<file path="src/smsc_pkg.sv">
`default_nettype none
package smsc_pkg;

  localparam int COORD_BITS    = 31;
  localparam int THR_BITS      = 32;
  localparam int INV_MAX_BITS  = 31;
  localparam int NUM_COORDS    = 8;
  localparam int DIST_BITS     = COORD_BITS + 1;
  localparam int CMP_BITS      = (DIST_BITS > THR_BITS) ? DIST_BITS : THR_BITS;
  localparam int SPAN_BITS     = (COORD_BITS > INV_MAX_BITS) ? COORD_BITS : INV_MAX_BITS;
  localparam int COORDS_BITS   = NUM_COORDS * COORD_BITS;
  localparam int IN_DATA_BITS  = ((COORDS_BITS + 7) / 8) * 8;
  localparam int VERDICT_BITS  = 2;
  localparam int OUT_DATA_BITS = ((VERDICT_BITS + 7) / 8) * 8;
  localparam int CFG_DATA_BITS = 32;
  localparam int CFG_ADDR_BITS = 5;

  typedef logic [COORD_BITS-1:0] coord_t;

  typedef enum logic [1:0] {
    REQ_INV     = 2'd0,
    REQ_DUP     = 2'd1,
    REQ_INV_DUP = 2'd2,
    REQ_BAD     = 2'd3
  } req_type_t;

  typedef enum logic [VERDICT_BITS-1:0] {
    VERDICT_NONE = 2'd0,
    VERDICT_INV  = 2'd1,
    VERDICT_BACK = 2'd2,
    VERDICT_FWD  = 2'd3
  } verdict_t;

  typedef enum logic [2:0] {
    REG_DUP_GAP      = 3'd0,
    REG_DUP_OVERLAP  = 3'd1,
    REG_DUP_MAX_SIZE = 3'd2,
    REG_DUP_MIN_SIZE = 3'd3,
    REG_INV_MAX_SIZE = 3'd4,
    REG_INV_OVERLAP  = 3'd5,
    REG_INV_GAP      = 3'd6
  } reg_idx_t;

  // order: first a_start, a_end, b_start, b_end, then the same for second
  typedef coord_t [NUM_COORDS-1:0] coords_t;

  typedef struct packed {
    logic signed [THR_BITS-1:0] dup_gap;
    logic signed [THR_BITS-1:0] dup_ovl;
    logic signed [THR_BITS-1:0] dup_span_hi;
    logic signed [THR_BITS-1:0] dup_span_lo;
    logic [INV_MAX_BITS-1:0]    inv_span_max;
    logic signed [THR_BITS-1:0] inv_ovl;
    logic signed [THR_BITS-1:0] inv_gap;
  } thr_t;

endpackage
`default_nettype wire

</file>
<file path="src/smsc_cfg.sv">
`default_nettype none
module smsc_cfg
  import smsc_pkg::*;
(
  input  wire logic                     clk,
  input  wire logic                     rst_n,
  input  wire logic                     cfg_psel,
  input  wire logic                     cfg_penable,
  input  wire logic                     cfg_pwrite,
  input  wire logic [CFG_ADDR_BITS-1:0] cfg_paddr,
  input  wire logic [CFG_DATA_BITS-1:0] cfg_pwdata,
  output logic      [CFG_DATA_BITS-1:0] cfg_prdata,
  output logic                          cfg_pready,
  output thr_t                          thr
);

  thr_t     thr_r;
  thr_t     thr_nxt;
  logic     wr_en;
  reg_idx_t idx;

  assign cfg_pready = 1'b1;
  assign wr_en      = cfg_psel && cfg_penable && cfg_pwrite && cfg_pready;
  assign idx        = reg_idx_t'(cfg_paddr[CFG_ADDR_BITS-1:2]);
  assign thr        = thr_r;

  always_comb begin
    thr_nxt = thr_r;
    if (wr_en) begin
      unique case (idx)
        REG_DUP_GAP:      thr_nxt.dup_gap      = cfg_pwdata;
        REG_DUP_OVERLAP:  thr_nxt.dup_ovl      = cfg_pwdata;
        REG_DUP_MAX_SIZE: thr_nxt.dup_span_hi  = cfg_pwdata;
        REG_DUP_MIN_SIZE: thr_nxt.dup_span_lo  = cfg_pwdata;
        REG_INV_MAX_SIZE: thr_nxt.inv_span_max = cfg_pwdata[INV_MAX_BITS-1:0];
        REG_INV_OVERLAP:  thr_nxt.inv_ovl      = cfg_pwdata;
        REG_INV_GAP:      thr_nxt.inv_gap      = cfg_pwdata;
        default:          thr_nxt = thr_r;
      endcase
    end
  end

  always_comb begin
    unique case (idx)
      REG_DUP_GAP:      cfg_prdata = thr_r.dup_gap;
      REG_DUP_OVERLAP:  cfg_prdata = thr_r.dup_ovl;
      REG_DUP_MAX_SIZE: cfg_prdata = thr_r.dup_span_hi;
      REG_DUP_MIN_SIZE: cfg_prdata = thr_r.dup_span_lo;
      REG_INV_MAX_SIZE: cfg_prdata = CFG_DATA_BITS'(thr_r.inv_span_max);
      REG_INV_OVERLAP:  cfg_prdata = thr_r.inv_ovl;
      REG_INV_GAP:      cfg_prdata = thr_r.inv_gap;
      default:          cfg_prdata = '0;
    endcase
  end

  always_ff @(posedge clk) begin
    if (!rst_n) begin
      thr_r <= '0;
    end else begin
      thr_r <= thr_nxt;
    end
  end

endmodule
`default_nettype wire

</file>
<file path="src/smsc_core.sv">
`default_nettype none
module smsc_core
  import smsc_pkg::*;
(
  input  wire logic                     clk,
  input  wire logic                     rst_n,
  input  wire thr_t                     thr,
  input  wire logic                     in_tvalid,
  output logic                          in_tready,
  input  wire logic [IN_DATA_BITS-1:0]  in_tdata,
  input  wire logic [1:0]               in_tuser,
  output logic                          out_tvalid,
  input  wire logic                     out_tready,
  output logic      [OUT_DATA_BITS-1:0] out_tdata,
  output logic                          out_tuser
);

  // signed distance b - a, sign-extended to compare width
  function automatic logic signed [CMP_BITS-1:0] sub_ext(coord_t b, coord_t a);
    logic signed [DIST_BITS-1:0] d;
    d = signed'({1'b0, b}) - signed'({1'b0, a});
    return CMP_BITS'(d);
  endfunction

  function automatic logic signed [CMP_BITS-1:0] inner_dist(coord_t xs, coord_t xe,
                                                            coord_t ys, coord_t ye);
    return (xs < ys) ? sub_ext(ys, xe) : sub_ext(xs, ye);
  endfunction

  function automatic logic signed [CMP_BITS-1:0] outer_dist(coord_t xs, coord_t xe,
                                                            coord_t ys, coord_t ye);
    return (xe > ye) ? sub_ext(xe, ys) : sub_ext(ye, xs);
  endfunction

  logic      s1_v_r;
  coords_t   s1_c_r;
  req_type_t s1_req_r;
  logic      s1_adv;
  logic      in_acc;
  logic      out_v_r;
  verdict_t  out_verdict_r;
  logic      out_bad_r;
  verdict_t  verdict_nxt;
  logic      bad_nxt;

  coords_t   c;
  logic signed [CMP_BITS-1:0] dgap, dovl, dmax, dmin, iovl, igap;
  logic signed [CMP_BITS-1:0] in_back, out_back, in_fwd, out_fwd, d1, d2;
  logic [COORD_BITS-1:0] span;
  logic      ord_fwd, ord_idup, win_back, win_fwd, span_ok, inv_ok;
  verdict_t  dup_v;

  assign s1_adv     = s1_v_r && (!out_v_r || out_tready);
  assign in_tready  = !s1_v_r || s1_adv;
  assign in_acc     = in_tvalid && in_tready;
  assign out_tvalid = out_v_r;
  assign out_tdata  = OUT_DATA_BITS'(out_verdict_r);
  assign out_tuser  = out_bad_r;

  always_comb begin
    c    = s1_c_r;
    dgap = CMP_BITS'(thr.dup_gap);
    dovl = CMP_BITS'(thr.dup_ovl);
    dmax = CMP_BITS'(thr.dup_span_hi);
    dmin = CMP_BITS'(thr.dup_span_lo);
    iovl = CMP_BITS'(thr.inv_ovl);
    igap = CMP_BITS'(thr.inv_gap);

    ord_fwd  = (c[0] < c[4]) && (c[1] < c[5]) && (c[2] < c[6]) && (c[3] < c[7]);
    ord_idup = (c[0] < c[4]) && (c[1] < c[5]) && (c[2] > c[6]) && (c[3] > c[7]);

    in_back  = inner_dist(c[0], c[1], c[4], c[5]);
    out_back = outer_dist(c[2], c[3], c[6], c[7]);
    in_fwd   = inner_dist(c[2], c[3], c[6], c[7]);
    out_fwd  = outer_dist(c[0], c[1], c[4], c[5]);
    win_back = (in_back < dgap) && (in_back > dovl) && (out_back < dmax) && (out_back > dmin);
    win_fwd  = (in_fwd < dgap) && (in_fwd > dovl) && (out_fwd < dmax) && (out_fwd > dmin);
    dup_v    = win_back ? VERDICT_BACK : (win_fwd ? VERDICT_FWD : VERDICT_NONE);

    span    = (c[7] >= c[0]) ? (c[7] - c[0]) : (c[0] - c[7]);
    span_ok = !(SPAN_BITS'(span) > SPAN_BITS'(thr.inv_span_max));
    d1      = sub_ext(c[4], c[1]);
    d2      = sub_ext(c[6], c[3]);
    inv_ok  = span_ok && ord_fwd && (d1 > iovl) && (d2 > iovl) && (d1 < igap) && (d2 < igap);

    verdict_nxt = VERDICT_NONE;
    bad_nxt     = 1'b0;
    unique case (s1_req_r)
      REQ_INV:     verdict_nxt = inv_ok ? VERDICT_INV : VERDICT_NONE;
      REQ_DUP:     verdict_nxt = ord_fwd ? dup_v : VERDICT_NONE;
      REQ_INV_DUP: verdict_nxt = ord_idup ? dup_v : VERDICT_NONE;
      default:     bad_nxt = 1'b1;
    endcase
  end

  always_ff @(posedge clk) begin
    if (!rst_n) begin
      s1_v_r  <= 1'b0;
      out_v_r <= 1'b0;
    end else begin
      if (in_tready) begin
        s1_v_r <= in_tvalid;
      end
      if (!out_v_r || out_tready) begin
        out_v_r <= s1_v_r;
      end
    end
  end

  always_ff @(posedge clk) begin
    if (in_acc) begin
      s1_c_r   <= coords_t'(in_tdata[COORDS_BITS-1:0]);
      s1_req_r <= req_type_t'(in_tuser);
    end
    if (s1_adv) begin
      out_verdict_r <= verdict_nxt;
      out_bad_r     <= bad_nxt;
    end
  end

  a_bad_no_verdict: assert property (@(posedge clk) disable iff (!rst_n)
    out_v_r && out_bad_r |-> out_verdict_r == VERDICT_NONE)
    else $error("bad type carries a verdict");

  a_bad_follows_req: assert property (@(posedge clk) disable iff (!rst_n)
    s1_adv && s1_req_r == REQ_BAD |=> out_v_r && out_bad_r)
    else $error("unknown type not flagged");

  a_inv_verdict_only_for_inv: assert property (@(posedge clk) disable iff (!rst_n)
    s1_adv && s1_req_r != REQ_INV |=> out_verdict_r != VERDICT_INV)
    else $error("inversion verdict from a copy test");

  a_stage_held: assert property (@(posedge clk) disable iff (!rst_n)
    s1_v_r && !s1_adv |=> s1_v_r && $stable(s1_c_r) && $stable(s1_req_r))
    else $error("pending request lost");

endmodule
`default_nettype wire

</file>
<file path="src/split_molecule_sv_classifier_top.sv">
// Pipeline: an accepted request is held in the input reg; its verdict is computed from it and held in the result reg.
// Throughput: one request per cycle; both stages advance together when out_tready holds.
// Backpressure stalls the input stage only when the result register is full and not taken.
// Reset: synchronous active-low rst_n clears both valid stages and all thresholds to zero.
`default_nettype none
module split_molecule_sv_classifier_top
  import smsc_pkg::*;
(
  input  wire logic                     clk,
  input  wire logic                     rst_n,
  input  wire logic                     in_tvalid,
  output logic                          in_tready,
  // first_a_start, first_a_end, first_b_start, first_b_end,
  // second_a_start, second_a_end, second_b_start, second_b_end
  input  wire logic [IN_DATA_BITS-1:0]  in_tdata,
  input  wire logic [1:0]               in_tuser,   // req_type
  output logic                          out_tvalid,
  input  wire logic                     out_tready,
  output logic      [OUT_DATA_BITS-1:0] out_tdata,  // verdict
  output logic                          out_tuser,  // bad_type
  input  wire logic                     cfg_psel,
  input  wire logic                     cfg_penable,
  input  wire logic                     cfg_pwrite,
  input  wire logic [CFG_ADDR_BITS-1:0] cfg_paddr,
  input  wire logic [CFG_DATA_BITS-1:0] cfg_pwdata,
  output logic      [CFG_DATA_BITS-1:0] cfg_prdata,
  output logic                          cfg_pready
);

  thr_t thr;

  smsc_cfg u_cfg (
    .clk         (clk),
    .rst_n       (rst_n),
    .cfg_psel    (cfg_psel),
    .cfg_penable (cfg_penable),
    .cfg_pwrite  (cfg_pwrite),
    .cfg_paddr   (cfg_paddr),
    .cfg_pwdata  (cfg_pwdata),
    .cfg_prdata  (cfg_prdata),
    .cfg_pready  (cfg_pready),
    .thr         (thr)
  );

  smsc_core u_core (
    .clk        (clk),
    .rst_n      (rst_n),
    .thr        (thr),
    .in_tvalid  (in_tvalid),
    .in_tready  (in_tready),
    .in_tdata   (in_tdata),
    .in_tuser   (in_tuser),
    .out_tvalid (out_tvalid),
    .out_tready (out_tready),
    .out_tdata  (out_tdata),
    .out_tuser  (out_tuser)
  );

endmodule
`default_nettype wire
</file>
<file path="config.mk">
export PLATFORM = sky130hd
export DESIGN_NAME = split_molecule_sv_classifier_top
export DESIGN_NICKNAME = d
export VERILOG_FILES = /design/src/smsc_pkg.sv /design/src/smsc_cfg.sv /design/src/smsc_core.sv /design/src/split_molecule_sv_classifier_top.sv
export SDC_FILE = /design/constraint.sdc
export NUM_CORES = 2
export LEC_CHECK = 0
export BUFFER_PORTS_ARGS = -buffer_cell sky130_fd_sc_hd__buf_2
export CORE_MARGIN = 2
export CORE_UTILIZATION = 53
export CTS_CLUSTER_DIAMETER = 40
export DETAILED_ROUTE_END_ITERATION = 8
export PLACE_DENSITY = 0.68
export SLEW_MARGIN = 20
export SYNTH_ARGS = -nofsm -noshare
export SYNTH_HDL_FRONTEND = slang
export SYNTH_SLANG_ARGS = --single-unit
</file>
<file path="constraint.sdc">
create_clock -name clk -period 10.01 [get_ports clk]
set_clock_uncertainty 0.1 [all_clocks]
set_input_delay 2.002 -clock clk [delete_from_list [all_inputs] [get_ports clk]]
set_output_delay 2.002 -clock clk [all_outputs]
set_load 0.1 [all_outputs]
</file>
==> results.md <==
* Status: complete, no violations
* Dpl cells at 6922
* Net Switching at 0.00317 W
* Crit-path slowest cell: o21ai_0
* Slew @ Worst Pin at 1250 ps
* Slew Viols, Final at 0
* Iter 0 DRT Violations at 5153
* Hold WC Path Type: register to register
* Post-Route Utilization at 59.1%
* Finished Layout Cells at 7063
* Vias in the first global route at 40809
* Setup_tns at 0 ps
* Sequential-to-total area share from yosys stat at 25.7%
* Std-Cell Rows at 109
* Most used cell, CP: o21ai_0
* Clk Tree Root Cell: clkbuf_16
* Total Routing Usage GR at 38.4%
* CP max FO at 5
* Number of synthesized register bits at 478
* First-pass GRT wire length at 257000 µm
* Syn avg cell area at 8.35 µm²
* Slowest stage delay, CP at 840 ps
* Synth area leader: ha_1
* Power Density at 155 nW/µm²
* CP Capture Type: register
* Largest net degree at the start of global routing at 140
* Antenna violations before repair at 7
* Die X-Extent at 302 µm
* Crit share post-route at 77.9%
* Leak at 22.3 nW
* Vias per cell at 6.24
* R2R Setup Slk at 2210 ps
* Hold buffer count at cts at 0
* CTS resizes at 0
* Clk pwr share at 32.5%
* H-tree Lvls at 3
* Switching Fraction at 39.4%
* DR WL/cell at 25.6 µm
* Yosys top cell area share at 22.4%
* Crit path time final at 7800 ps
* DR vias at 44071
* CTS buffer count at 77
* NumNets Final at 6981
* Most used flip-flop cell after synthesis: edfxtp_1
* Final Hold Viols at 0
* Slew HR at 15.9%
* 1st-pass router iterations at 6
* Synth cell types at 95
* Worst-path clk slew at 50 ps
* Cells after Synth at 5632
* Synthesis Warnings at 0
* Clock Sinks at 478
* Design Area, Final at 52000 µm²
* R2R Path Start: u_core.c[62]
* Peak supply drop at 149 µV
* Gp weighted congestion at 1.00
* R2r worst-path depth at 23
* Remaining antenna violation count at 0
* CP Data Required Time at 10300 ps
* Die ar. at 91100 µm²
* Seq pwr share at 27.7%
* Maxcap violations at 0
* RSZ-0062 raised after global routing: no
* Post-placement cell area at 49500 µm²
* DRC at 0
* Final setup violation count at 0
* Multi-input gate area at 31900 µm²
* Largest cells by area after synthesis: ha_1 22%, edfxtp_1 16%, dfxtp_1 9.6%
* Critical path class: register to register
* Max Freq at 0.128 GHz
* Worst-Skew Late Latency at 660 ps
* Core footprint at 88100 µm²
* Startpoint types: register
* Top post-synthesis cells by count: 841 x ha_1, 724 x nand2_1, 564 x inv_1
* Initial Utilization at 53.4%
* Min-Delay Startpoint: u_cfg.thr[155]
* Pint at 0.00489 W
* R2r endpoint: u_core.out_verdict_r[0]
* I/O pins at 338
* Die H at 302 µm
* Combinational power share at 39.8%
* IO Port Bufs at 328
* CP Data Arrival Time at 8080 ps
* Most common cell in the netlist: ha_1
* CP top delay family: compound AO/OA/AOI/OAI gates
* Share of layout cells above drive strength 1 at 10.3%
* Synthesized area at 47000 µm²
* Post-detailed-routing wire length at 181000 µm
* Area growth syn-to-layout at 10.7%
* Post-CTS setup buffers at 0
* HPWL Detailed at 148000 µm
* Crit path buf inv count at 2
* Critical-path cell list: inv_1 -> ha_1 -> inv_1 -> fa_1 -> a21oi_1 -> o211ai_1 -> o31ai_1 -> o21ai_0 -> a31oi_1 -> o21bai_1 -> a21oi_1 -> xnor2_1 -> o21ai_0 -> ha_1 -> nand4_1 -> nor4bb_1 -> nand2_1 -> o311a_1 -> nand4b_1 -> o21ai_0 -> nor4_1 -> nand4_1 -> o2bb2ai_1
* Hold Path Stages at 2
* Register area at 12100 µm²
* Ys async rst share at 0%
* Total congestion overflow at 0
* Bufs on Longest Clock Path at 3
* Fill cells at 8092
* CTS tree: built
* Post-synth EDFFs at 253
* Hold Path End: u_cfg.thr[155]
## power by group through the flow
stage | clock network [W] | logic, W | registers [W]
5_1_grt | 0.00273 | 0.00347 | 0.00223
3_5_place_dp | 0 | 0.00310 | 0.00227
6_report | 0.00262 | 0.00321 | 0.00223
3_3_place_gp | 0 | 0.00306 | 0.00227
4_1_cts | 0.00265 | 0.00311 | 0.00223
2_1_floorplan | 0 | 0.00206 | 0.00224
## kinds of logic (layout without fill, tap and decap cells)
kind of cell             after synthesis  count (layout)  synth area share, %
XOR/XNOR                             248             248                 4.62
multiplexers                         113             113                 2.91
other                                  2               9               0.0160
AO/OA/AOI/OAI                       1650            1650                 22.9
flip-flops                           478             478                 25.7
adder cells (fa/ha/maj)              851             851                 22.8
AND/OR/NAND/NOR                     1487            1487                 14.4
buffers and inverters                803            1062                 6.58
## how the worst max path moves through the flow
stage | cells past startpoint | startpoint | slack, ps | end
2_1_floorplan | 3 | out_tready | 760 | u_core.c[0]
3_3_place_gp | 23 | u_core.c[62] | 2530 | u_core.out_verdict_r[0]
3_5_place_dp | 23 | u_core.c[62] | 2420 | u_core.out_verdict_r[0]
4_1_cts | 23 | u_core.c[62] | 2390 | u_core.out_verdict_r[0]
5_1_grt | 25 | u_core.c[0] | 2000 | u_core.out_verdict_r[0]
6_report | 23 | u_core.c[62] | 2210 | u_core.out_verdict_r[0]
## worst min-delay path, delay by kind of cell (launching register included)
| family | cells | cell delay (ps) |
|---|---|---|
| AND/OR/NAND/NOR | 1 | 40 |
| AO/OA/AOI/OAI | 1 | 60 |
| flip-flops | 1 | 300 |
## cell usage in the layout, fill, tap and decap left out, drive strengths merged, types with 61 or more instances in the layout
cell and instances:
ha 841, nand2 725, inv 578, a21oi 451
buf 359, o21ai 302, edfxtp 253, nor2 250
a21boi 235, dfxtp 225, a21o 206, xnor2 151
nand4 124, xor2 97, clkbuf 84, o21bai 83
nand3 80, nor3 64, nor2b 62, mux2i 61
## sequential cells by signal (all words and copies together) (netlist names)
name	flops
u_core.out_verdict_r	2
u_core.out_tvalid	1
u_cfg.thr	223
u_core.s1_req_r	2
u_core.out_tuser	1
u_core.s1_v_r	1
u_core.c	248
## routing by layer
metal	global-route usage, %	wire, µm
met1	54.1	77100
met2	58.4	77100
met3	6.09	18400
met4	16.1	8090
met5	0	8
## per-stage QoR
stage / setup slack [ps] / power [W] / hold WS [ps]
6_report: 2210 / 0.00807 / 365
5_1_grt: 2000 / 0.00844 / 385
4_1_cts: 2390 / 0.00799 / 368
3_5_place_dp: 2420 / 0.00536 / 360
3_3_place_gp: 2530 / 0.00532 / 353
2_1_floorplan: 759 / 0.00430 / 343
## layout make-up
type	instances	area share (%)
well taps	1165	2.80
clock buffers	84	3.79
inverters	564	4.07
diodes	2	0.00962
clock inverters	55	1.09
flip-flops and latches	478	23.3
repair buffers	359	3.63
multi-input cells	4356	61.4
(Power assumes the default switching activity.)
